<file path="src/sv/qprd_pkg.sv">
// Shared types, register indexes and constants for the quadrature position and rate decoder.
package qprd_pkg;

	// Configuration register indexes.
	localparam int unsigned CFG_INDEX_BITS = 1;
	localparam logic [CFG_INDEX_BITS-1:0] CFG_WINDOW_MS = 1'b0;
	localparam logic [CFG_INDEX_BITS-1:0] CFG_SCALE_Q16 = 1'b1;

	// Configuration reset values: a one second window and 1/3.333 degree per count.
	localparam logic [15:0] WINDOW_MS_RESET = 16'd1000;
	localparam logic [15:0] SCALE_Q16_RESET = 16'd19663;

	// Limits of the 24-bit result fields.
	localparam logic [23:0] OUT_UMAX = 24'hFFFFFF;
	localparam logic [23:0] OUT_SMAX = 24'h7FFFFF;
	localparam logic [23:0] OUT_SMIN = 24'h800000;
	localparam logic [15:0] ELAPSED_MAX = 16'hFFFF;

	// Distance between two phases along the counting-up cycle.
	localparam logic [1:0] MOVE_UP = 2'd1;
	localparam logic [1:0] MOVE_DOWN = 2'd3;

	typedef struct packed {
		logic [1:0] phase;
		logic       tick;
		logic       clear_steps;
		logic       clear_error;
	} in_word_t;

	typedef struct packed {
		logic [7:0]         step_count;
		logic signed [23:0] position;
		logic signed [23:0] angle_deg;
		logic [23:0]        rate_q8;
		logic               dir_forward;
		logic               dir_backward;
		logic               error_flag;
		logic               phase_changed;
	} out_word_t;

	// Everything of a decoded word except position and angle.
	typedef struct packed {
		logic [7:0]  step_count;
		logic [23:0] rate_q8;
		logic        dir_forward;
		logic        dir_backward;
		logic        error_flag;
		logic        phase_changed;
	} snap_t;

	// Place of each phase along the counting-up cycle 0, 2, 3, 1.
	function automatic logic [1:0] cycle_pos(input logic [1:0] ph);
		logic [1:0] p;
		case (ph)
			2'd0: p = 2'd0;
			2'd1: p = 2'd3;
			2'd2: p = 2'd1;
			2'd3: p = 2'd2;
			default: p = 2'd0;
		endcase
		return p;
	endfunction

endpackage

</file>
<file path="src/sv/qprd_decode.sv">
// Phase decoder with step, position, transition and rate state, and the first result stage.
module qprd_decode #(
	parameter int unsigned POSITION_BITS = 24,
	parameter int unsigned COUNT_BITS = 16
) (
	input  logic                     clk,
	input  logic                     arst_n,
	input  logic                     fire,
	input  qprd_pkg::in_word_t       sample,
	input  logic [15:0]              window_ms,
	input  logic [15:0]              scale_q16,
	output qprd_pkg::snap_t          snap_s1,
	output logic [POSITION_BITS-1:0] pos_s1
);

	localparam int unsigned RW = (COUNT_BITS + 8 > 24) ? COUNT_BITS + 8 : 24;
	localparam logic [POSITION_BITS-1:0] POS_MAX = {1'b0, {(POSITION_BITS-1){1'b1}}};
	localparam logic [POSITION_BITS-1:0] POS_MIN = {1'b1, {(POSITION_BITS-1){1'b0}}};
	localparam logic [COUNT_BITS-1:0] TRANS_MAX = {COUNT_BITS{1'b1}};

	logic [1:0]               last_phase_q;
	logic [7:0]               steps_q;
	logic [POSITION_BITS-1:0] pos_q;
	logic [COUNT_BITS-1:0]    trans_q;
	logic [15:0]              elapsed_q;
	logic [23:0]              rate_q;
	logic                     error_q;
	logic [1:0]               dir_q;

	logic [15:0]              win;
	logic [15:0]              elapsed_inc;
	logic                     win_end;
	logic [COUNT_BITS+15:0]   rate_prod;
	logic [RW-1:0]            rate_ext;
	logic [23:0]              rate_sat;
	logic [COUNT_BITS-1:0]    trans_base;
	logic [7:0]               steps_base;
	logic                     error_base;
	logic                     changed;
	logic [1:0]               ring_step;
	logic                     up;
	logic                     down;

	logic [1:0]               last_phase_d;
	logic [7:0]               steps_d;
	logic [POSITION_BITS-1:0] pos_d;
	logic [COUNT_BITS-1:0]    trans_d;
	logic [15:0]              elapsed_d;
	logic [23:0]              rate_d;
	logic                     error_d;
	logic [1:0]               dir_d;

	assign rate_prod = (COUNT_BITS+16)'(trans_q) * (COUNT_BITS+16)'(scale_q16);
	assign rate_ext = RW'(rate_prod[COUNT_BITS+15:8]);

	always_comb begin
		// Window bookkeeping comes first; a window of zero behaves as one.
		win = (window_ms == 16'd0) ? 16'd1 : window_ms;
		elapsed_inc = (elapsed_q != qprd_pkg::ELAPSED_MAX) ? elapsed_q + 16'd1 : elapsed_q;
		win_end = sample.tick && (elapsed_inc >= win);
		rate_sat = (rate_ext > RW'(qprd_pkg::OUT_UMAX)) ? qprd_pkg::OUT_UMAX : rate_ext[23:0];
		elapsed_d = sample.tick ? (win_end ? 16'd0 : elapsed_inc) : elapsed_q;
		rate_d = win_end ? rate_sat : rate_q;
		trans_base = win_end ? '0 : trans_q;

		// Clears act before this word is decoded.
		steps_base = sample.clear_steps ? 8'd0 : steps_q;
		error_base = sample.clear_error ? 1'b0 : error_q;

		changed = (sample.phase != last_phase_q);
		ring_step = qprd_pkg::cycle_pos(sample.phase) - qprd_pkg::cycle_pos(last_phase_q);
		up = changed && (ring_step == qprd_pkg::MOVE_UP);
		down = changed && (ring_step == qprd_pkg::MOVE_DOWN);

		steps_d = steps_base;
		pos_d = pos_q;
		trans_d = trans_base;
		dir_d = dir_q;
		last_phase_d = last_phase_q;
		error_d = error_base;
		if (up) begin
			steps_d = steps_base + 8'd1;
			if (pos_q != POS_MAX) pos_d = pos_q + POSITION_BITS'(1);
			dir_d = 2'b01;
		end else if (down) begin
			steps_d = steps_base - 8'd1;
			if (pos_q != POS_MIN) pos_d = pos_q - POSITION_BITS'(1);
			dir_d = 2'b10;
		end else if (changed) begin
			// Both lines moved at once: flag it and keep the old phase.
			error_d = 1'b1;
		end
		if (up || down) begin
			last_phase_d = sample.phase;
			if (trans_base != TRANS_MAX) trans_d = trans_base + COUNT_BITS'(1);
		end
	end

	always_ff @(posedge clk or negedge arst_n) begin
		if (!arst_n) begin
			last_phase_q <= 2'd0;
			steps_q <= 8'd0;
			pos_q <= '0;
			trans_q <= '0;
			elapsed_q <= 16'd0;
			rate_q <= 24'd0;
			error_q <= 1'b0;
			dir_q <= 2'b00;
		end else if (fire) begin
			last_phase_q <= last_phase_d;
			steps_q <= steps_d;
			pos_q <= pos_d;
			trans_q <= trans_d;
			elapsed_q <= elapsed_d;
			rate_q <= rate_d;
			error_q <= error_d;
			dir_q <= dir_d;
		end
	end

	always_ff @(posedge clk) begin
		if (fire) begin
			snap_s1.step_count <= steps_d;
			snap_s1.rate_q8 <= rate_d;
			snap_s1.dir_forward <= dir_d[0];
			snap_s1.dir_backward <= dir_d[1];
			snap_s1.error_flag <= error_d;
			snap_s1.phase_changed <= changed;
			pos_s1 <= pos_d;
		end
	end

endmodule

</file>
<file path="src/sv/qprd_angle.sv">
// Angle scaling, 24-bit saturation and the result register.
module qprd_angle #(
	parameter int unsigned POSITION_BITS = 24
) (
	input  logic                     clk,
	input  logic                     load,
	input  qprd_pkg::snap_t          snap_s1,
	input  logic [POSITION_BITS-1:0] pos_s1,
	input  logic [15:0]              scale_q16,
	output qprd_pkg::out_word_t      result_q
);

	localparam int unsigned MW = (POSITION_BITS > 24) ? POSITION_BITS : 24;

	logic                     neg;
	logic [POSITION_BITS-1:0] mag;
	logic [POSITION_BITS+15:0] prod;
	logic [POSITION_BITS-1:0] angle_mag;
	logic [23:0]              pos_out;
	logic [23:0]              angle_out;

	// Clamp a sign and magnitude pair into a signed 24-bit field.
	function automatic logic [23:0] sat24(input logic n, input logic [MW-1:0] m);
		logic [MW-1:0] t;
		t = ~m + MW'(1);
		if (n) begin
			return (m > MW'(qprd_pkg::OUT_SMIN)) ? qprd_pkg::OUT_SMIN : t[23:0];
		end else begin
			return (m > MW'(qprd_pkg::OUT_SMAX)) ? qprd_pkg::OUT_SMAX : m[23:0];
		end
	endfunction

	always_comb begin
		neg = pos_s1[POSITION_BITS-1];
		mag = neg ? (~pos_s1 + POSITION_BITS'(1)) : pos_s1;
		prod = (POSITION_BITS+16)'(mag) * (POSITION_BITS+16)'(scale_q16);
		// The product is taken on the magnitude, so the angle truncates toward zero.
		angle_mag = prod[POSITION_BITS+15:16];
		pos_out = sat24(neg, MW'(mag));
		angle_out = sat24(neg, MW'(angle_mag));
	end

	always_ff @(posedge clk) begin
		if (load) begin
			result_q.step_count <= snap_s1.step_count;
			result_q.position <= pos_out;
			result_q.angle_deg <= angle_out;
			result_q.rate_q8 <= snap_s1.rate_q8;
			result_q.dir_forward <= snap_s1.dir_forward;
			result_q.dir_backward <= snap_s1.dir_backward;
			result_q.error_flag <= snap_s1.error_flag;
			result_q.phase_changed <= snap_s1.phase_changed;
		end
	end

endmodule

</file>
<file path="src/sv/quadrature_position_rate_decoder.sv">
// Top level of the x4 quadrature decoder with position, angle and rate outputs.
// An accepted word goes from stage one into the result register once that is empty or draining.
// Throughput: one sample word per cycle unless stalled; the decoder updates in the accept cycle.
// The two stages advance independently, so a stalled result still leaves room for one more word.
// Reset: arst_n clears all decoder state and both valid flags at once and loads the
// configuration defaults (a 1000 tick window and a scale of 19663 in Q0.16); no clearing pass.
module quadrature_position_rate_decoder #(
	parameter int unsigned POSITION_BITS = 24,
	parameter int unsigned COUNT_BITS = 16
) (
	input  logic                                   clk,
	input  logic                                   arst_n,

	// Sample channel: one word per encoder sample.
	input  logic                                   sample_valid,
	output logic                                   sample_stall,
	input  qprd_pkg::in_word_t                     sample,

	// Result channel: one word per sample.
	output logic                                   result_valid,
	input  logic                                   result_stall,
	output qprd_pkg::out_word_t                    result,

	// Configuration write channel.
	input  logic                                   cfg_valid,
	output logic                                   cfg_ready,
	input  logic [qprd_pkg::CFG_INDEX_BITS-1:0]    cfg_index,
	input  logic [15:0]                            cfg_data
);

	logic [15:0]              window_ms_q;
	logic [15:0]              scale_q16_q;
	logic                     s1_valid_q;
	logic                     result_valid_q;
	logic                     s1_adv;
	logic                     fire;
	qprd_pkg::snap_t          snap_s1;
	logic [POSITION_BITS-1:0] pos_s1;

	// Configuration is always writable; writes are only expected while the decoder is idle.
	assign cfg_ready = 1'b1;

	always_ff @(posedge clk or negedge arst_n) begin
		if (!arst_n) begin
			window_ms_q <= qprd_pkg::WINDOW_MS_RESET;
			scale_q16_q <= qprd_pkg::SCALE_Q16_RESET;
		end else if (cfg_valid && cfg_ready) begin
			case (cfg_index)
				qprd_pkg::CFG_WINDOW_MS: window_ms_q <= cfg_data;
				qprd_pkg::CFG_SCALE_Q16: scale_q16_q <= cfg_data;
				default: ;
			endcase
		end
	end

	// Stage one moves into the result register whenever that register is empty or
	// being drained. A new sample is taken whenever stage one is empty or moving on.
	assign s1_adv = s1_valid_q && (!result_valid_q || !result_stall);
	assign sample_stall = s1_valid_q && !s1_adv;
	assign fire = sample_valid && !sample_stall;

	always_ff @(posedge clk or negedge arst_n) begin
		if (!arst_n) begin
			s1_valid_q <= 1'b0;
			result_valid_q <= 1'b0;
		end else begin
			if (fire) s1_valid_q <= 1'b1;
			else if (s1_adv) s1_valid_q <= 1'b0;
			if (s1_adv) result_valid_q <= 1'b1;
			else if (!result_stall) result_valid_q <= 1'b0;
		end
	end

	assign result_valid = result_valid_q;

	// Decoder: phase decode, counters, window and rate, all updated as the word is accepted.
	qprd_decode #(
		.POSITION_BITS(POSITION_BITS),
		.COUNT_BITS(COUNT_BITS)
	) u_decode (
		.clk(clk),
		.arst_n(arst_n),
		.fire(fire),
		.sample(sample),
		.window_ms(window_ms_q),
		.scale_q16(scale_q16_q),
		.snap_s1(snap_s1),
		.pos_s1(pos_s1)
	);

	// Angle multiply and output saturation into the result register.
	qprd_angle #(
		.POSITION_BITS(POSITION_BITS)
	) u_angle (
		.clk(clk),
		.load(s1_adv),
		.snap_s1(snap_s1),
		.pos_s1(pos_s1),
		.scale_q16(scale_q16_q),
		.result_q(result)
	);

`ifndef SYNTHESIS
	// The decoder never reports both directions at once.
	a_dir_exclusive: assert property (@(posedge clk) disable iff (!arst_n)
		result_valid |-> !(result.dir_forward && result.dir_backward))
		else $error("both direction flags set");

	// Input is only held off when both stages are full and the output is stalled.
	a_stall_cause: assert property (@(posedge clk) disable iff (!arst_n)
		sample_stall |-> (s1_valid_q && result_valid_q && result_stall))
		else $error("sample stalled with room in the pipeline");

	// An accepted word always lands in stage one.
	a_fire_loads: assert property (@(posedge clk) disable iff (!arst_n)
		fire |=> s1_valid_q)
		else $error("accepted word lost before stage one");

	// A word leaving stage one always lands in the result register.
	a_adv_loads: assert property (@(posedge clk) disable iff (!arst_n)
		s1_adv |=> result_valid_q)
		else $error("stage one word lost before the result register");
`endif

endmodule
</file>
<file path="config.mk">
export PLATFORM = sky130hd
export DESIGN_NAME = quadrature_position_rate_decoder
export DESIGN_NICKNAME = d
export VERILOG_FILES = /design/src/sv/qprd_pkg.sv /design/src/sv/qprd_decode.sv /design/src/sv/qprd_angle.sv /design/src/sv/quadrature_position_rate_decoder.sv
export SDC_FILE = /design/constraint.sdc
export NUM_CORES = 2
export LEC_CHECK = 0
export CORE_MARGIN = 10
export CORE_UTILIZATION = 45
export CTS_BUF_LIST = sky130_fd_sc_hd__clkbuf_2 sky130_fd_sc_hd__clkbuf_4 sky130_fd_sc_hd__clkbuf_8
export DETAILED_ROUTE_END_ITERATION = 16
export DONT_BUFFER_PORTS = 1
export PLACE_DENSITY_LB_ADDON = 0.05
export SLEW_MARGIN = 25
export SYNTH_ARGS = -nofsm -noshare
export SYNTH_HDL_FRONTEND = slang
export SYNTH_HIERARCHICAL = 1
export SYNTH_SLANG_ARGS = --single-unit
</file>
<file path="constraint.sdc">
create_clock -name clk -period 19.2 [get_ports clk]
set_clock_uncertainty 0.15 [all_clocks]
set_input_delay 2.88 -clock clk [delete_from_list [all_inputs] [get_ports clk]]
set_output_delay 2.88 -clock clk [all_outputs]
set_load 0.01 [all_outputs]
</file>
==> impl_metrics.tcl <==
set metrics [dict create \
    drc 0 \
    htreeDepth 2 \
    place_congestion 0.874 \
    grt_pass1_vias 27700 \
    finalCriticalPeriod_ns 10.90 \
    synth_ff_type "edfxtp_1" \
    dpl_cell_area_sq_um 35700 \
    path_delay_family "adder cells" \
    grtUsageMet1_pct 28.0 \
    final_area_sq_um 36900 \
    coreArea_sq_um 76200 \
    maxSlewViolCount 0 \
    routed_wl_mm 95.3 \
    post-route-period-util_pct 56.8 \
    start_util_pct 45.6 \
    clk_latency_ns 0.72 \
    cp-end-kind "flop" \
    slew_headroom_pct 25.8 \
    fin_nets 4415 \
    clock-sinks 271 \
    drt-pass1-iter-count 5 \
    hold_class "flop to flop" \
    grt_use_met3_pct 2.78 \
    cpMostUsedCell "inv_1" \
    utilization_pct 48.4 \
    num_vias 25200 \
    grt_remaining_overflow 0 \
    syn_area_sq_um 34800 \
    finalHoldViolCount 0 \
    ys_ff_latch 271 \
    areaGrowthSynthToFinish_pct 6.15 \
    drtAntennaViolNets 0 \
    busiest_layer "met2" \
    hpwl_mm 71.0 \
    die_area_sq_um 88800 \
    cts-root-buf "clkbuf_8" \
    setup_viol 0 \
    synth-async-reset-ratio_pct 46.9 \
    final_common_cell "inv_1" \
    viasPerCell 5.34 \
    met2_usage_pct 38.1 \
    yosysSeqAreaShare_pct 21.6 \
    cts.clk_slew.worst_paths_ns 0.06 \
    ctsResizeCount 0 \
    synth.distinct_cells 92 \
    cts_tree "done" \
    critPathSlowestCell "clkinv_1" \
    die_w_um 298 \
    worst_ep_required_time_ns 19.52 \
    worstPathArrival_ns 11.22 \
    antenna_found_initial 4 \
    track_usage_pct 21.8 \
    rsz0062_at_grt "no" \
    ys_warn_count 6 \
    drive_above_1_share_pct 7.37 \
    grt_pass1_wl_mm 155 \
    cap_violations 0 \
    grt_max_degree 128 \
    syn_nets 4488 \
    synth_enable_flop_cells 144 \
    io_buffers 0 \
    fp.dieH_um 298 \
    postCtsHoldBufs 0 \
    outcome "finished clean" \
    num_rows 101 \
    io_pins 114 \
    fillers 7348 \
    max_freq_mhz 91.7 \
    crit_buf_inv 10 \
    cp_max_fo 79 \
    drtIter0Drc 1437 \
    synth_area_per_cell_sq_um 9.35 \
    postCtsSetupRepairBufs 0 \
    cts_buffers 52 \
    fin_tns_setup_ns 0 \
    layout_common_cells "611 x inv_1, 577 x nand2_1, 498 x fa_1, 290 x and2_1, 245 x ha_1" \
    clockBufferDepth 3 \
    wl_per_cell_um 20.2 \
    tightest_slew_ns 1.11 \
    critical_path_class "flop to flop" \
    cp-start-kind "flop" \
    synth_cells 3718 \
    max_stage_delay_ns 0.93 \
]
flip-flops by register name (all words and copies together), names as in the netlist, 2 cells and up:
name and cells:
scale_q16_q 16, u_angle/result_q 84, u_decode/dir_q 2, u_decode/elapsed_q 16, u_decode/last_phase_q 2, u_decode/pos_q 24, u_decode/pos_s1 24, u_decode/rate_q 24
u_decode/snap_s1 36, u_decode/steps_q 8, u_decode/trans_q 16, window_ms_q 16
cell usage after synthesis, types with 7 or more instances:
cell | n | area, sq um
a211oi_1 | 17 | 128
a211oi_2 | 7 | 87.6
a21o_1 | 28 | 210
a21oi_1 | 102 | 510
a22o_1 | 8 | 70.1
a31oi_1 | 14 | 87.6
and2_1 | 291 | 1820
and3_1 | 24 | 150
and4_1 | 15 | 131
buf_1 | 8 | 30.0
buf_2 | 8 | 40.0
buf_6 | 7 | 78.8
clkbuf_1 | 150 | 563
dfrtp_1 | 112 | 2800
dfstp_2 | 15 | 394
edfxtp_1 | 144 | 4320
fa_1 | 498 | 9970
ha_1 | 245 | 3070
inv_1 | 611 | 2290
mux2_2 | 49 | 552
mux2_4 | 12 | 180
mux2i_1 | 8 | 80.1
nand2_1 | 577 | 2170
nand2b_1 | 19 | 119
nand3_1 | 44 | 220
nand4_1 | 21 | 131
nor2_1 | 133 | 499
nor2b_1 | 9 | 56.3
nor3_1 | 56 | 280
nor4_1 | 21 | 131
o211ai_1 | 10 | 75.1
o21a_1 | 10 | 75.1
o21ai_0 | 98 | 490
o21bai_1 | 8 | 60.1
o31ai_1 | 16 | 120
or2_2 | 11 | 68.8
or3_1 | 24 | 150
xnor2_1 | 107 | 937
xor2_1 | 70 | 613
worst register-to-register path, delay by kind of cell, from the launching register on:
| family | cells | cell delay [ns] |
|---|---|---|
| AOI/OAI and AO/OA | 3 | 1.28 |
| xor gates and xnor gates | 2 | 0.35 |
| DFF | 1 | 0.32 |
| and+or+nand+nor | 8 | 2.75 |
| adders and majority gates | 8 | 3.66 |
| buffers and inverters | 10 | 2.22 |
metal layers:
| layer | vias to the layer above | routed length [um] | share of wire (%) |
|---|---|---|---|
| met1 | 12800 | 41500 | 44 |
| met4 | 2 | 2400 | 2.5 |
| li1 | 11600 | - | - |
| met2 | 603 | 47000 | 49 |
| met3 | 146 | 4340 | 4.6 |
| met5 | - | 13 | 0.014 |
worst paths after layout:
path	startpoint	end	slack (ns)	depth (start not counted)
setup / recovery	u_decode/pos_s1[23]$_DFFE_PP_	u_angle/result_q[49]$_DFFE_PP_	8.30	31
hold / removal	u_decode/snap_s1[23]$_DFFE_PP_	u_angle/result_q[23]$_DFFE_PP_	0.26	0
setup reg to reg	u_decode/pos_s1[23]$_DFFE_PP_	u_angle/result_q[49]$_DFFE_PP_	8.30	31
hold reg to reg	u_decode/snap_s1[23]$_DFFE_PP_	u_angle/result_q[23]$_DFFE_PP_	0.26	0
max in group asynchronous	arst_n	u_decode/pos_q[4]$_DFFE_PN0P_	16.77	0
min in group asynchronous	arst_n	u_decode/elapsed_q[14]$_DFFE_PN0P_	1.71	0
metrics by stage:
stage / hold WS, ns / cells / setup WS [ns]
6_report: 0.258 / 4720 / 8.30
3_5_place_dp: 0.256 / 4620 / 8.27
5_1_grt: 0.262 / 4720 / 7.64
2_1_floorplan: 0.250 / 3718 / 9.42
3_3_place_gp: 0.251 / 4620 / 8.53
4_1_cts: 0.253 / 4718 / 8.23
final cells by class:
type	count	area, sq um	area share, %
clock inverter	24	221	0.600
sequential	271	7530	20.4
clock buffer	74	912	2.47
multi-input combinational	2656	24200	65.7
timing repair buffer	51	403	1.09
tap	1030	1290	3.49
antenna	1	2.50	0.00678
inverter	613	2300	6.24
logic make-up (layout without fill, tap and decap cells):
group	count (synthesis)	after routing	synth area share, %
AND/OR/NAND/NOR	1270	1270	17.7
buffers and inverters	791	762	8.79
adder cells (fa/ha/maj)	743	743	37.5
AO/OA/AOI/OAI	393	393	7.42
flip-flops	271	271	21.6
XOR/XNOR	179	179	4.57
multiplexers	70	70	2.40
other	1	2	0.0108
Power is not shown: default switching activity piles up to over one toggle a cycle in this logic, so the estimate is an artifact.
